[src/hdl/assert_macros.svh]
// assertion macros used by the lfo top level
`ifndef ASSERT_MACROS_SVH
`define ASSERT_MACROS_SVH

// checked on every clock edge outside reset
`define ASSERT_CLK(lbl, prop, msg) \
	lbl: assert property (@(posedge clk) disable iff (!arst_n) prop) else $error(msg);

// checked on every clock edge, reset included
`define ASSERT_ALWAYS(lbl, prop, msg) \
	lbl: assert property (@(posedge clk) prop) else $error(msg);

`endif

[src/hdl/lfo_pkg.sv]
// lfo package: item types, register codes, state word and waveform table
package lfo_pkg;

	// request codes
	typedef enum logic [1:0] {
		REQ_TICK    = 2'd0,
		REQ_RESTART = 2'd1,
		REQ_QUERY   = 2'd2,
		REQ_PEEK    = 2'd3
	} lfo_req_e;

	// wave shape codes, the two leftover codes give the midpoint
	typedef enum logic [2:0] {
		SHAPE_SINE     = 3'd0,
		SHAPE_TRIANGLE = 3'd1,
		SHAPE_SQUARE   = 3'd2,
		SHAPE_SAW_UP   = 3'd3,
		SHAPE_SAW_DOWN = 3'd4,
		SHAPE_SHOLD    = 3'd5
	} lfo_shape_e;

	localparam int CFG_IDX_W  = 3;
	localparam int CFG_DATA_W = 11;

	// configuration register indexes
	typedef enum logic [CFG_IDX_W-1:0] {
		CFG_WAVE_SHAPE  = 3'd0,
		CFG_RATE        = 3'd1,
		CFG_PHASE_SHIFT = 3'd2,
		CFG_DUTY        = 3'd3,
		CFG_FLOOR       = 3'd4,
		CFG_CEILING     = 3'd5,
		CFG_POST_GAP    = 3'd6
	} lfo_cfg_idx_e;

	// phase increment = floor(rate * 65536 / 10000) by scaled reciprocal
	localparam int                 PHASE_INC_W = 14;
	localparam int                 INC_MULT_W  = 27;
	localparam logic [INC_MULT_W-1:0] INC_MULT = 27'd109951163;
	localparam int                 INC_SHIFT   = 24;
	localparam logic [PHASE_INC_W-1:0] INC_RESET = 14'd655;

	localparam logic [2:0] SHAPE_RESET   = 3'd0;
	localparam logic [7:0] SHIFT_RESET   = 8'd0;
	localparam logic [7:0] DUTY_THR_RESET = 8'd128;
	localparam logic [6:0] FLOOR_RESET   = 7'd0;
	localparam logic [6:0] CEILING_RESET = 7'd127;
	localparam logic [7:0] GAP_RESET     = 8'd4;

	localparam logic [6:0] LEVEL_MAX   = 7'd127;
	localparam logic [7:0] BYTE_MAX    = 8'd255;
	localparam logic [7:0] MIDPOINT    = 8'd128;
	localparam logic [7:0] SHOLD_ZONE  = 8'd8;

	typedef struct packed {
		lfo_req_e    req_type;
		logic [7:0]  query_phase;
		logic [7:0]  random_byte;
		logic        suppress_post;
	} lfo_in_t;

	typedef struct packed {
		logic [6:0]  shaped_value;
		logic        post_now;
		logic [7:0]  phase_byte;
	} lfo_out_t;

	// configuration as seen by the datapath
	typedef struct packed {
		logic [2:0]             wave_shape;
		logic [PHASE_INC_W-1:0] phase_inc;
		logic [7:0]             phase_shift;
		logic [7:0]             duty_thr;
		logic [6:0]             out_floor;
		logic [6:0]             out_ceiling;
		logic [7:0]             post_gap;
	} lfo_cfg_t;

	// oscillator state word kept in the state ram
	typedef struct packed {
		logic [15:0] phase_acc;
		logic [7:0]  held_sample;
		logic        armed_done;
		logic [7:0]  last_posted;
		logic [7:0]  ticks_since;
	} lfo_osc_state_t;

	localparam lfo_osc_state_t STATE_RESET = '{
		phase_acc:   16'd0,
		held_sample: 8'd64,
		armed_done:  1'b0,
		last_posted: 8'd0,
		ticks_since: 8'd255
	};

	localparam int         STATE_W     = $bits(lfo_osc_state_t);
	localparam int         STATE_DEPTH = 2;
	localparam int         STATE_AW    = $clog2(STATE_DEPTH);
	localparam logic [STATE_AW-1:0] STATE_ENTRY = '0;

	// quarter-wave sine table
	localparam int SINE_ENTRIES = 64;
	localparam int SINE_IDX_W   = $clog2(SINE_ENTRIES);

	localparam logic [7:0] SINE_QUARTER [SINE_ENTRIES] = '{
		8'd0,   8'd6,   8'd13,  8'd19,  8'd25,  8'd31,  8'd37,  8'd44,
		8'd50,  8'd56,  8'd62,  8'd68,  8'd74,  8'd80,  8'd86,  8'd92,
		8'd98,  8'd103, 8'd109, 8'd115, 8'd120, 8'd126, 8'd131, 8'd136,
		8'd142, 8'd147, 8'd152, 8'd157, 8'd162, 8'd167, 8'd171, 8'd176,
		8'd181, 8'd185, 8'd189, 8'd193, 8'd197, 8'd201, 8'd205, 8'd209,
		8'd212, 8'd216, 8'd219, 8'd222, 8'd225, 8'd228, 8'd231, 8'd234,
		8'd236, 8'd238, 8'd241, 8'd243, 8'd244, 8'd246, 8'd248, 8'd249,
		8'd251, 8'd252, 8'd253, 8'd254, 8'd254, 8'd255, 8'd255, 8'd255
	};

	// full sine wave value at phase byte p, mirrored from the quarter table
	function automatic logic [7:0] sine_at(input logic [7:0] p);
		logic [15:0]           prod;
		logic [SINE_IDX_W-1:0] i;
		logic [SINE_IDX_W-1:0] m;
		logic [7:0]            res;
		prod = 16'(p[5:0]) * 16'(SINE_ENTRIES);
		i    = prod[6 +: SINE_IDX_W];
		m    = SINE_IDX_W'(SINE_ENTRIES - 1) - i;
		unique case (p[7:6])
			2'd0: res = MIDPOINT + (SINE_QUARTER[i] >> 1);
			2'd1: res = MIDPOINT + (SINE_QUARTER[m] >> 1);
			2'd2: res = 8'd127 - (SINE_QUARTER[i] >> 1);
			default: res = 8'd127 - (SINE_QUARTER[m] >> 1);
		endcase
		return res;
	endfunction

endpackage

[src/hdl/lfo_ram.sv]
// generic single-port-write ram with registered read
module lfo_ram #(
	parameter int WIDTH = lfo_pkg::STATE_W,
	parameter int DEPTH = lfo_pkg::STATE_DEPTH
) (
	input  logic                     clk,
	input  logic                     we,
	input  logic [$clog2(DEPTH)-1:0] waddr,
	input  logic [WIDTH-1:0]         wdata,
	input  logic                     re,
	input  logic [$clog2(DEPTH)-1:0] raddr,
	output logic [WIDTH-1:0]         rdata
);

	logic [WIDTH-1:0] mem_q [DEPTH];

	always_ff @(posedge clk) begin
		if (we) begin
			mem_q[waddr] <= wdata;
		end
		if (re) begin
			rdata <= mem_q[raddr];
		end
	end

endmodule

[src/hdl/lfo_cfg.sv]
// lfo configuration registers with derived increment and duty threshold
module lfo_cfg (
	input  logic                               clk,
	input  logic                               arst_n,
	input  logic                               cfg_we,
	input  logic [lfo_pkg::CFG_IDX_W-1:0]      cfg_index,
	input  logic [lfo_pkg::CFG_DATA_W-1:0]     cfg_data,
	output lfo_pkg::lfo_cfg_t                  cfg
);

	localparam int PROD_W = lfo_pkg::CFG_DATA_W + lfo_pkg::INC_MULT_W;

	lfo_pkg::lfo_cfg_t cfg_q;
	logic [PROD_W-1:0] inc_prod;
	logic [lfo_pkg::PHASE_INC_W-1:0] inc_new;
	logic [6:0] duty;
	logic [7:0] duty_thr_new;

	// rate times 65536/10000 through a reciprocal rounded up, exact over 11 bits
	assign inc_prod = PROD_W'(cfg_data) * PROD_W'(lfo_pkg::INC_MULT);
	assign inc_new  = inc_prod[lfo_pkg::INC_SHIFT +: lfo_pkg::PHASE_INC_W];

	// duty*255/127 equals 2*duty, plus one at full duty
	assign duty         = cfg_data[6:0];
	assign duty_thr_new = {duty, 1'b0} | 8'(duty == lfo_pkg::LEVEL_MAX);

	always_ff @(posedge clk or negedge arst_n) begin
		if (!arst_n) begin
			cfg_q.wave_shape  <= lfo_pkg::SHAPE_RESET;
			cfg_q.phase_inc   <= lfo_pkg::INC_RESET;
			cfg_q.phase_shift <= lfo_pkg::SHIFT_RESET;
			cfg_q.duty_thr    <= lfo_pkg::DUTY_THR_RESET;
			cfg_q.out_floor   <= lfo_pkg::FLOOR_RESET;
			cfg_q.out_ceiling <= lfo_pkg::CEILING_RESET;
			cfg_q.post_gap    <= lfo_pkg::GAP_RESET;
		end else if (cfg_we) begin
			unique case (lfo_pkg::lfo_cfg_idx_e'(cfg_index))
				lfo_pkg::CFG_WAVE_SHAPE:  cfg_q.wave_shape  <= cfg_data[2:0];
				lfo_pkg::CFG_RATE:        cfg_q.phase_inc   <= inc_new;
				lfo_pkg::CFG_PHASE_SHIFT: cfg_q.phase_shift <= cfg_data[7:0];
				lfo_pkg::CFG_DUTY:        cfg_q.duty_thr    <= duty_thr_new;
				lfo_pkg::CFG_FLOOR:       cfg_q.out_floor   <= cfg_data[6:0];
				lfo_pkg::CFG_CEILING:     cfg_q.out_ceiling <= cfg_data[6:0];
				lfo_pkg::CFG_POST_GAP:    cfg_q.post_gap    <= cfg_data[7:0];
				default: ;
			endcase
		end
	end

	assign cfg = cfg_q;

endmodule

[src/hdl/lfo_step.sv]
// lfo step logic: state update, shape, scaling and post decision for one item
module lfo_step (
	input  lfo_pkg::lfo_cfg_t       cfg,
	input  lfo_pkg::lfo_in_t        item,
	input  lfo_pkg::lfo_osc_state_t cur,
	output lfo_pkg::lfo_osc_state_t nxt,
	output lfo_pkg::lfo_out_t       res
);

	logic        is_tick;
	logic        is_restart;
	logic        is_query;
	logic [15:0] acc_new;
	logic [7:0]  p;
	logic [7:0]  held_new;
	logic        armed_new;
	logic [7:0]  raw;
	logic [6:0]  span;
	logic [14:0] prod;
	logic [15:0] quot_sum;
	logic [7:0]  mid_sum;
	logic [6:0]  val;
	logic [7:0]  ticks_sat;
	logic        post;

	assign is_tick    = (item.req_type == lfo_pkg::REQ_TICK);
	assign is_restart = (item.req_type == lfo_pkg::REQ_RESTART);
	assign is_query   = (item.req_type == lfo_pkg::REQ_QUERY);

	always_comb begin
		if (is_tick) begin
			acc_new = cur.phase_acc + 16'(cfg.phase_inc);
		end else if (is_restart) begin
			acc_new = '0;
		end else begin
			acc_new = cur.phase_acc;
		end
	end

	assign p = (is_query ? item.query_phase : acc_new[15:8]) + cfg.phase_shift;

	// sample-hold latches once near phase zero, rearms in the second half
	always_comb begin
		held_new  = cur.held_sample;
		armed_new = is_restart ? 1'b0 : cur.armed_done;
		if (is_tick && cfg.wave_shape == lfo_pkg::SHAPE_SHOLD) begin
			if (p < lfo_pkg::SHOLD_ZONE && !cur.armed_done) begin
				held_new  = item.random_byte;
				armed_new = 1'b1;
			end else if (p[7]) begin
				armed_new = 1'b0;
			end
		end
	end

	always_comb begin
		unique case (cfg.wave_shape)
			lfo_pkg::SHAPE_SINE:     raw = lfo_pkg::sine_at(p);
			lfo_pkg::SHAPE_TRIANGLE: raw = p[7] ? ~{p[6:0], 1'b0} : {p[6:0], 1'b0};
			lfo_pkg::SHAPE_SQUARE:   raw = (p < cfg.duty_thr) ? lfo_pkg::BYTE_MAX : 8'd0;
			lfo_pkg::SHAPE_SAW_UP:   raw = p;
			lfo_pkg::SHAPE_SAW_DOWN: raw = ~p;
			lfo_pkg::SHAPE_SHOLD:    raw = held_new;
			default:                 raw = lfo_pkg::MIDPOINT;
		endcase
	end

	// x/255 as (x + 1 + x/256)/256, exact for x below 32768
	assign span     = cfg.out_ceiling - cfg.out_floor;
	assign prod     = 15'(raw) * 15'(span);
	assign quot_sum = 16'(prod) + 16'd1 + 16'(prod[14:8]);
	assign mid_sum  = 8'(cfg.out_floor) + 8'(cfg.out_ceiling);

	always_comb begin
		if (cfg.out_floor > cfg.out_ceiling) begin
			val = mid_sum[7:1];
		end else if (cfg.out_floor == '0 && cfg.out_ceiling == lfo_pkg::LEVEL_MAX) begin
			val = raw[7:1];
		end else begin
			val = cfg.out_floor + quot_sum[14:8];
		end
	end

	assign ticks_sat = (cur.ticks_since == lfo_pkg::BYTE_MAX) ? cur.ticks_since
		: cur.ticks_since + 8'd1;
	assign post = is_tick && !item.suppress_post && ticks_sat >= cfg.post_gap
		&& {1'b0, val} != cur.last_posted;

	always_comb begin
		nxt.phase_acc   = acc_new;
		nxt.held_sample = held_new;
		nxt.armed_done  = armed_new;
		if (is_restart) begin
			nxt.last_posted = lfo_pkg::BYTE_MAX;
		end else if (post) begin
			nxt.last_posted = {1'b0, val};
		end else begin
			nxt.last_posted = cur.last_posted;
		end
		if (post) begin
			nxt.ticks_since = '0;
		end else if (is_tick) begin
			nxt.ticks_since = ticks_sat;
		end else begin
			nxt.ticks_since = cur.ticks_since;
		end
	end

	assign res.shaped_value = val;
	assign res.post_now     = post;
	assign res.phase_byte   = acc_new[15:8];

endmodule

[src/hdl/lfo_waveform_generator_unit.sv]
// lfo waveform generator top level: state ram, step pipeline and output register
//
//  channel | signals                        | accepted when
//  --------+--------------------------------+------------------------------
//  input   | in_valid, in_ready, in_item    | in_valid && in_ready
//  output  | out_valid, out_ready, out_item | out_valid && out_ready
//  config  | cfg_we, cfg_index, cfg_data    | cfg_we, no wait
//
// an item is accepted into stage s1 while the state ram read is issued; its
// result enters the output register when s1 advances, and a new item may enter
// every cycle while the output is not stalled
// a write-back that lands on the same edge as the next read is forwarded
// reset clears control only; the state reads as its reset value until the
// first write-back; a stalled output holds s1, in_ready drops when both are full
`include "assert_macros.svh"

module lfo_waveform_generator_unit (
	input  logic                           clk,
	input  logic                           arst_n,
	input  logic                           in_valid,
	output logic                           in_ready,
	input  lfo_pkg::lfo_in_t               in_item,
	output logic                           out_valid,
	input  logic                           out_ready,
	output lfo_pkg::lfo_out_t              out_item,
	input  logic                           cfg_we,
	input  logic [lfo_pkg::CFG_IDX_W-1:0]  cfg_index,
	input  logic [lfo_pkg::CFG_DATA_W-1:0] cfg_data
);

	lfo_pkg::lfo_cfg_t       cfg;
	lfo_pkg::lfo_in_t        s1_item_s1;
	lfo_pkg::lfo_osc_state_t ram_rdata;
	lfo_pkg::lfo_osc_state_t cur_state;
	lfo_pkg::lfo_osc_state_t nxt_state;
	lfo_pkg::lfo_osc_state_t bypass_q;
	lfo_pkg::lfo_out_t       step_res;
	lfo_pkg::lfo_out_t       out_item_q;

	logic s1_v_q;      // item waiting in s1 with its state read issued
	logic fwd_s1;      // the s1 item's ram read raced a write-back
	logic init_q;      // state ram holds a written word
	logic out_v_q;
	logic adv;         // s1 moves into the output register
	logic accept;
	logic ram_we;

	// handshake: s1 frees when the output register can take its result
	assign adv      = !out_v_q || out_ready;
	assign in_ready = !s1_v_q || adv;
	assign accept   = in_valid && in_ready;
	assign ram_we   = s1_v_q && adv;

	lfo_cfg u_cfg (
		.clk       (clk),
		.arst_n    (arst_n),
		.cfg_we    (cfg_we),
		.cfg_index (cfg_index),
		.cfg_data  (cfg_data),
		.cfg       (cfg)
	);

	// state ram: read on accept, written back when the item leaves s1
	lfo_ram #(
		.WIDTH (lfo_pkg::STATE_W),
		.DEPTH (lfo_pkg::STATE_DEPTH)
	) u_state_ram (
		.clk   (clk),
		.we    (ram_we),
		.waddr (lfo_pkg::STATE_ENTRY),
		.wdata (nxt_state),
		.re    (accept),
		.raddr (lfo_pkg::STATE_ENTRY),
		.rdata (ram_rdata)
	);

	// reset value until first write, then bypass if the read saw stale data
	always_comb begin
		if (!init_q) begin
			cur_state = lfo_pkg::STATE_RESET;
		end else if (fwd_s1) begin
			cur_state = bypass_q;
		end else begin
			cur_state = ram_rdata;
		end
	end

	lfo_step u_step (
		.cfg  (cfg),
		.item (s1_item_s1),
		.cur  (cur_state),
		.nxt  (nxt_state),
		.res  (step_res)
	);

	// control
	always_ff @(posedge clk or negedge arst_n) begin
		if (!arst_n) begin
			s1_v_q  <= 1'b0;
			fwd_s1  <= 1'b0;
			init_q  <= 1'b0;
			out_v_q <= 1'b0;
		end else begin
			if (in_ready) begin
				s1_v_q <= in_valid;
			end
			if (accept) begin
				fwd_s1 <= ram_we;
			end
			if (ram_we) begin
				init_q <= 1'b1;
			end
			if (adv) begin
				out_v_q <= s1_v_q;
			end
		end
	end

	// payload
	always_ff @(posedge clk) begin
		if (accept) begin
			s1_item_s1 <= in_item;
		end
		if (ram_we) begin
			bypass_q   <= nxt_state;
			out_item_q <= step_res;
		end
	end

	assign out_valid = out_v_q;
	assign out_item  = out_item_q;

	`ASSERT_CLK(a_full_stall_blocks_input, (s1_v_q && out_v_q && !out_ready) |-> !in_ready, "input taken while s1 and output are both stalled")
	`ASSERT_CLK(a_write_race_forwards, (accept && ram_we) |=> fwd_s1, "write-back racing a read was not marked for forwarding")
	`ASSERT_CLK(a_post_only_on_tick, (s1_v_q && step_res.post_now) |-> (s1_item_s1.req_type == lfo_pkg::REQ_TICK), "post flagged for a request that is not a tick")
	`ASSERT_CLK(a_output_after_write, !out_v_q || init_q, "result shown before any state write-back")

endmodule
[config.mk]
export PLATFORM = sky130hd
export DESIGN_NAME = lfo_waveform_generator_unit
export DESIGN_NICKNAME = d
export VERILOG_FILES = /design/src/hdl/lfo_pkg.sv /design/src/hdl/lfo_ram.sv /design/src/hdl/lfo_cfg.sv /design/src/hdl/lfo_step.sv /design/src/hdl/lfo_waveform_generator_unit.sv
export VERILOG_INCLUDE_DIRS = /design/src /design/src/hdl
export SDC_FILE = /design/constraint.sdc
export NUM_CORES = 1
export LEC_CHECK = 0
export ABC_CLOCK_PERIOD_IN_PS = 19450
export BUFFER_PORTS_ARGS = -buffer_cell sky130_fd_sc_hd__clkbuf_2
export CAP_MARGIN = 25
export CORE_MARGIN = 4
export CORE_UTILIZATION = 40
export DETAILED_ROUTE_END_ITERATION = 10
export SKIP_CTS_REPAIR_TIMING = 1
export SYNTH_ARGS = -nofsm -noshare
export SYNTH_HDL_FRONTEND = slang
export SYNTH_SLANG_ARGS = --single-unit
[constraint.sdc]
create_clock -name clk -period 19.45 [get_ports clk]
set_input_delay 3.89 -clock clk [delete_from_list [all_inputs] [get_ports clk]]
set_output_delay 3.89 -clock clk [all_outputs]
set_load 0.05 [all_outputs]
Word-level counts from Yosys, hierarchy flattened
Memories as Yosys holds them, arrays and structs flattened. A register that Yosys moved wholly into a read port is not among the register bits.
Index checks and enable logic that the tools add are counted.
Widths: inputs -> output; s select.
{ "totals": {"register_bits": 135, "latchBits": 0, "mem_bits_rw": 82, "mem_bits_ro": 1024, "out_inout_bits": 18, "wordCells": 125, "mem_count": 3} }
{ "memory_table": {"columns": ["memory", "depth", "word_bits", "read_ports", "rd_ports_with_merged_regs", "wr", "line", "source"], "rows": [
  ["(no name shown)", 64, 8, 1, 0, 0, "lfo_pkg.sv:126", "2'd0: res = MIDPOINT + (SINE_QUARTER[i] >> 1);"],
  ["(no name shown)", 64, 8, 1, 0, 0, "lfo_pkg.sv:127", "2'd1: res = MIDPOINT + (SINE_QUARTER[m] >> 1);"],
  ["u_state_ram.mem_q", 2, 41, 1, 1, 1, "lfo_ram.sv:15", "logic [WIDTH-1:0] mem_q [DEPTH];"]
]} }
{ "op_classes": {"addsub": 13, "mul": 2, "div": 0, "magnitude_cmp": 6, "eq_ne": 19, "n_shift": 0, "muxes": 28, "bitwise": 5, "reduce_logical": 26} }
{ "op_table": {"columns": ["op", "count"], "rows": [
  ["$mux 8", 14],
  ["$mux 41", 2],
  ["$pmux 8 s6", 1],
  ["$mul 11x27->38 const B", 1],
  ["$mux 16", 2],
  ["$pmux 8 s3", 1],
  ["$add 16x14->16", 1],
  ["$add 8x7->8 const A", 2],
  ["$not 8->8", 2],
  ["$sub 7x7->8 const A", 2],
  ["$add 15x1->15 const B", 1],
  ["$add 15x7->15", 1],
  ["$eq 3x3->1 const B", 5],
  ["$mul 8x7->15", 1],
  ["$eq 7x7->1 const B", 2],
  ["$ge 7x7->1 const B", 2],
  ["$mux 7", 2],
  ["$not 6->7", 2],
  ["$reduce_and 2->1", 7],
  ["$eq 3x2->1 const B", 4],
  ["$add 7x7->8", 1],
  ["$add 8x1->8 const B", 1],
  ["$add 8x8->8", 1],
  ["$eq 8x8->1 const B", 1],
  ["other kinds (19)", 40]
]} }

Logic depth before layout (Yosys ltp)
{ "depth": {"ltp_word": 24, "mapped_depth": 81, "depth_no_buf": 73} }

Cells and area by module
Synthesis repeated with hierarchy kept, for this count alone.
{ "hier_totals": {"hier_cells": 2152, "hier_area_um2": 22328.9} }
{ "by_module_without_submodules": {"columns": ["module", "n_inst", "cells_per_inst", "area_per_inst_um2", "seq_area_each_um2"], "rows": [
  ["lfo_step", 1, 1065, 7444.6, 0.0],
  ["lfo_cfg", 1, 733, 7280.7, 1395.1],
  ["lfo_ram", 1, 171, 4409.2, 3693.5],
  ["lfo_waveform_generator_unit", 1, 183, 3194.3, 2382.3]
]} }

Worst setup path before layout
OpenSTA, ideal clock, no wires.
{ "synth_timing": {"path_type": "register -> register", "start": "register fwd_s1", "end": "register bypass_q[10] (netlist name) (data pin)", "arrival_ns": 15.552, "required_ns": 19.188, "slack_ns": 3.636, "stages_incl_launch_ff": 78, "synth_period_minus_slack_ns": 15.814, "cell_sequence": "dfrtp_1 buf_4 clkbuf_1 clkbuf_1 clkbuf_1 buf_1 mux2i_1 nor2b_1 ha_1 inv_1 fa_1 nor2b_1 o21ai_0 a21boi_0 o21ai_0 a21boi_0 o21ai_0 nand2b_1 (+42 left out) a31o_2 nand2_1 a21oi_1 fa_1 a21oi_1 nor2_1 nor2_1 o21bai_1 a21oi_1 xnor2_1 xnor2_1 or3_1 a41o_1 xnor2_1 o41a_1 buf_6 mux2i_1 nand2_1"} }
{ "synth_lines": {"columns": ["element", "line", "source"], "rows": [
  ["start: declaration", "lfo_waveform_generator_unit.sv:41", "logic fwd_s1;"],
  ["start signal: assignment", "lfo_waveform_generator_unit.sv:108", "fwd_s1 <= ram_we;"],
  ["end signal: assignment", "lfo_waveform_generator_unit.sv:125", "bypass_q <= nxt_state;"],
  ["end: declaration", "lfo_waveform_generator_unit.sv:36", "lfo_pkg::lfo_osc_state_t bypass_q;"]
]} }

==> reports/results.tsv <==
metric	value	unit
outcome	complete, no violations	
final hold vios	0	
max_slew headroom	0.453	
Final #Nets	2272	
register area share after synthesis	0.264	
Crit Path Max Fanout	42	
final non-filler cell area	0.0195	sq mm
Hold Startpoint	bypass_q[21]	
Pins Over Slew Limit	0	
Bufs on Longest Clock Path	2	
Yosys reg bits	168	
Critical Path RT	19620	ps
final wirelength	46.4	mm
Reg-to-Reg End	bypass_q[8]	
Worst-Skew Late Latency	460	ps
Antenna Nets Post-Route	0	
actual slew at the worst max-slew pin	820	ps
asr flop ratio synth	0.351	
fmax	59.9	MHz
TritonCTS clock tree	built	
min-delay worst type	reg2reg	
Post-Syn Nets	2250	
r2r startpoint	fwd_s1	
Layout area overhead	7.77	%
critical path's largest stage delay	690	ps
Crit Path Class	reg2reg	
slowest stage cell on the critical path	o41a_1	
post-synth cell types	91	
crit path DAT	16880	ps
# setup viols final	0	
DRC Markers	0	
first-pass GRT wire length	74.9	mm
Chip Width	220	um
Post-Syn Area	0.0181	sq mm
max-cap viol count	0	
final setup skew	13.6	ps
largest net degree at the start of global routing	61	
Starting Density	0.407	
top_reg_cell synth	edfxtp_1	
Fin Setup TNS	0	ps
post-DR wirelength/cell	18.6	um
gp weighted congestion	0.913	
root buffer cell	clkbuf_16	
Buffers on Ports	55	
hold path endpoint	u_state_ram.rdata[21]	
Placed Area	0.0189	sq mm
grt total ovfl	0	
CTS Buf Count	17	
height of the die	220	um
CP Capture Type	flip-flop	
Syn. warnings	0	
CTS HTree Levels	4	
Multi-input gate area	0.0120	sq mm
boundary pin count	56	
synthesized area per cell	9.70	sq um
core box area	0.0444	sq mm
DR vias	13600	
Fillers	4287	
EDFF count, synth	109	
R2R depth	71	
layout cells sized above 1	0.112	
WHS Path Cells	0	
Worst-path clk slew	70	ps
most frequent cells in the layout	inv_1 (254), ha_1 (219), nand2_1 (140)	
post-synthesis instance total	1861	
initial antenna violation count	4	
fin crit share	0.859	
TritonRoute pass-1 iters	5	
dpl hpwl	36.3	mm
CP startpoint	fwd_s1	
Final min period	16700	ps
FF-to-FF setup slack	2750	ps
crit start category	flip-flop	
CTS sink cnt	168	
drt initial violations	973	
Die ar.	0.0486	sq mm
vias in the first global route	13600	
Tot GR Track Use	0.197	
Reg area	0.00477	sq mm
num rows	77	
DR vias/cell	5.45	
most common cell after layout, fill and taps aside	inv_1	
RSZ-0062 raised after global routing	no	
## cell usage after synthesis (all sizes together), types with 15 or more instances
master | number | share of area
clkbuf | 44 | 0.0091
xor2 | 29 | 0.014
fa | 132 | 0.15
edfxtp | 109 | 0.18
or2 | 20 | 0.0069
a21o | 18 | 0.0075
ha | 219 | 0.15
o21ai | 117 | 0.033
mux2 | 39 | 0.024
nor2b | 37 | 0.013
a21oi | 72 | 0.020
nor2 | 112 | 0.023
dfrtp | 44 | 0.061
buf | 26 | 0.010
dfstp | 15 | 0.022
xnor2 | 55 | 0.028
nor3 | 30 | 0.0089
nand2 | 140 | 0.029
nand2b | 28 | 0.0097
nand3 | 27 | 0.0075
mux2i | 56 | 0.031
o211ai | 20 | 0.0083
inv | 258 | 0.054
a211oi | 19 | 0.0079
## state kept, by name, summed over array words and instances, names as in the netlist
| register | cells |
|---|---|
| u_state_ram.mem_q | 5 |
| s1_v_q | 1 |
| init_q | 1 |
| u_cfg.cfg | 55 |
| fwd_s1 | 1 |
| bypass_q | 36 |
| s1_item_s1 | 19 |
| out_valid | 1 |
| u_state_ram.rdata | 41 |
| out_item | 8 |
## critical path, delay by kind of cell, from the launching register on
| family | cells | cell delay [ps] |
|---|---|---|
| simple gates | 16 | 2930 |
| flops | 1 | 340 |
| mux | 2 | 490 |
| buf+inv | 7 | 1030 |
| compound gates | 28 | 6250 |
| xor+xnor | 7 | 1100 |
| fa+ha+maj | 11 | 4270 |
## how the worst max path moves through the flow
stage / end / slack [ps] / cells after the start
2_1_floorplan: bypass_q[10] / 3640 / 77
4_1_cts: bypass_q[8] / 2820 / 71
6_report: bypass_q[8] / 2750 / 71
3_5_place_dp: bypass_q[10] / 2900 / 71
5_1_grt: bypass_q[10] / 1290 / 71
3_3_place_gp: bypass_q[10] / 2700 / 70
## layer usage
| metal | global-route usage | vias to the layer above | part of all wire |
|---|---|---|---|
| li1 | - | 6486 | - |
| met2 | 0.315 | 400 | 0.46 |
| met5 | 0 | - | 0.00058 |
| met4 | 0.0505 | 4 | 0.018 |
| met3 | 0.0393 | 65 | 0.061 |
| met1 | 0.275 | 6623 | 0.47 |
## cells by family (layout without fill, tap and decap cells)
group | Yosys count | count (layout) | share of synthesized area
compound gates | 383 | 383 | 0.144
xor+xnor | 85 | 85 | 0.0432
fa+ha+maj | 352 | 352 | 0.299
buf+inv | 328 | 363 | 0.0731
flops | 168 | 168 | 0.264
mux | 97 | 97 | 0.0579
other cells | 0 | 2 | 0
simple gates | 448 | 448 | 0.119
## through the flow
stage | instances | setup WS, ps | hold WS, ps | utilization
after detailed placement | 2455 | 2900 | 435 | 0.425
final | 2490 | 2750 | 445 | 0.438
after global routing | 2490 | 1290 | 464 | 0.438
after CTS | 2487 | 2820 | 447 | 0.438
after floorplan | 1861 | 3640 | 420 | -
after global placement | 2453 | 2700 | 424 | 0.424
## area by class of cell
cell class,count,share of cell area
diodes,2,0.000257
clock inverters,14,0.00829
well taps,592,0.0381
repair buffers,73,0.0213
inverters,258,0.0498
clock buffers,18,0.0221
flip-flops and latches,168,0.245
multi-input cells,1365,0.615
Power is left out: the tool's default activity adds up to more than one toggle a clock period on the data nets, which glitch-free logic cannot reach.
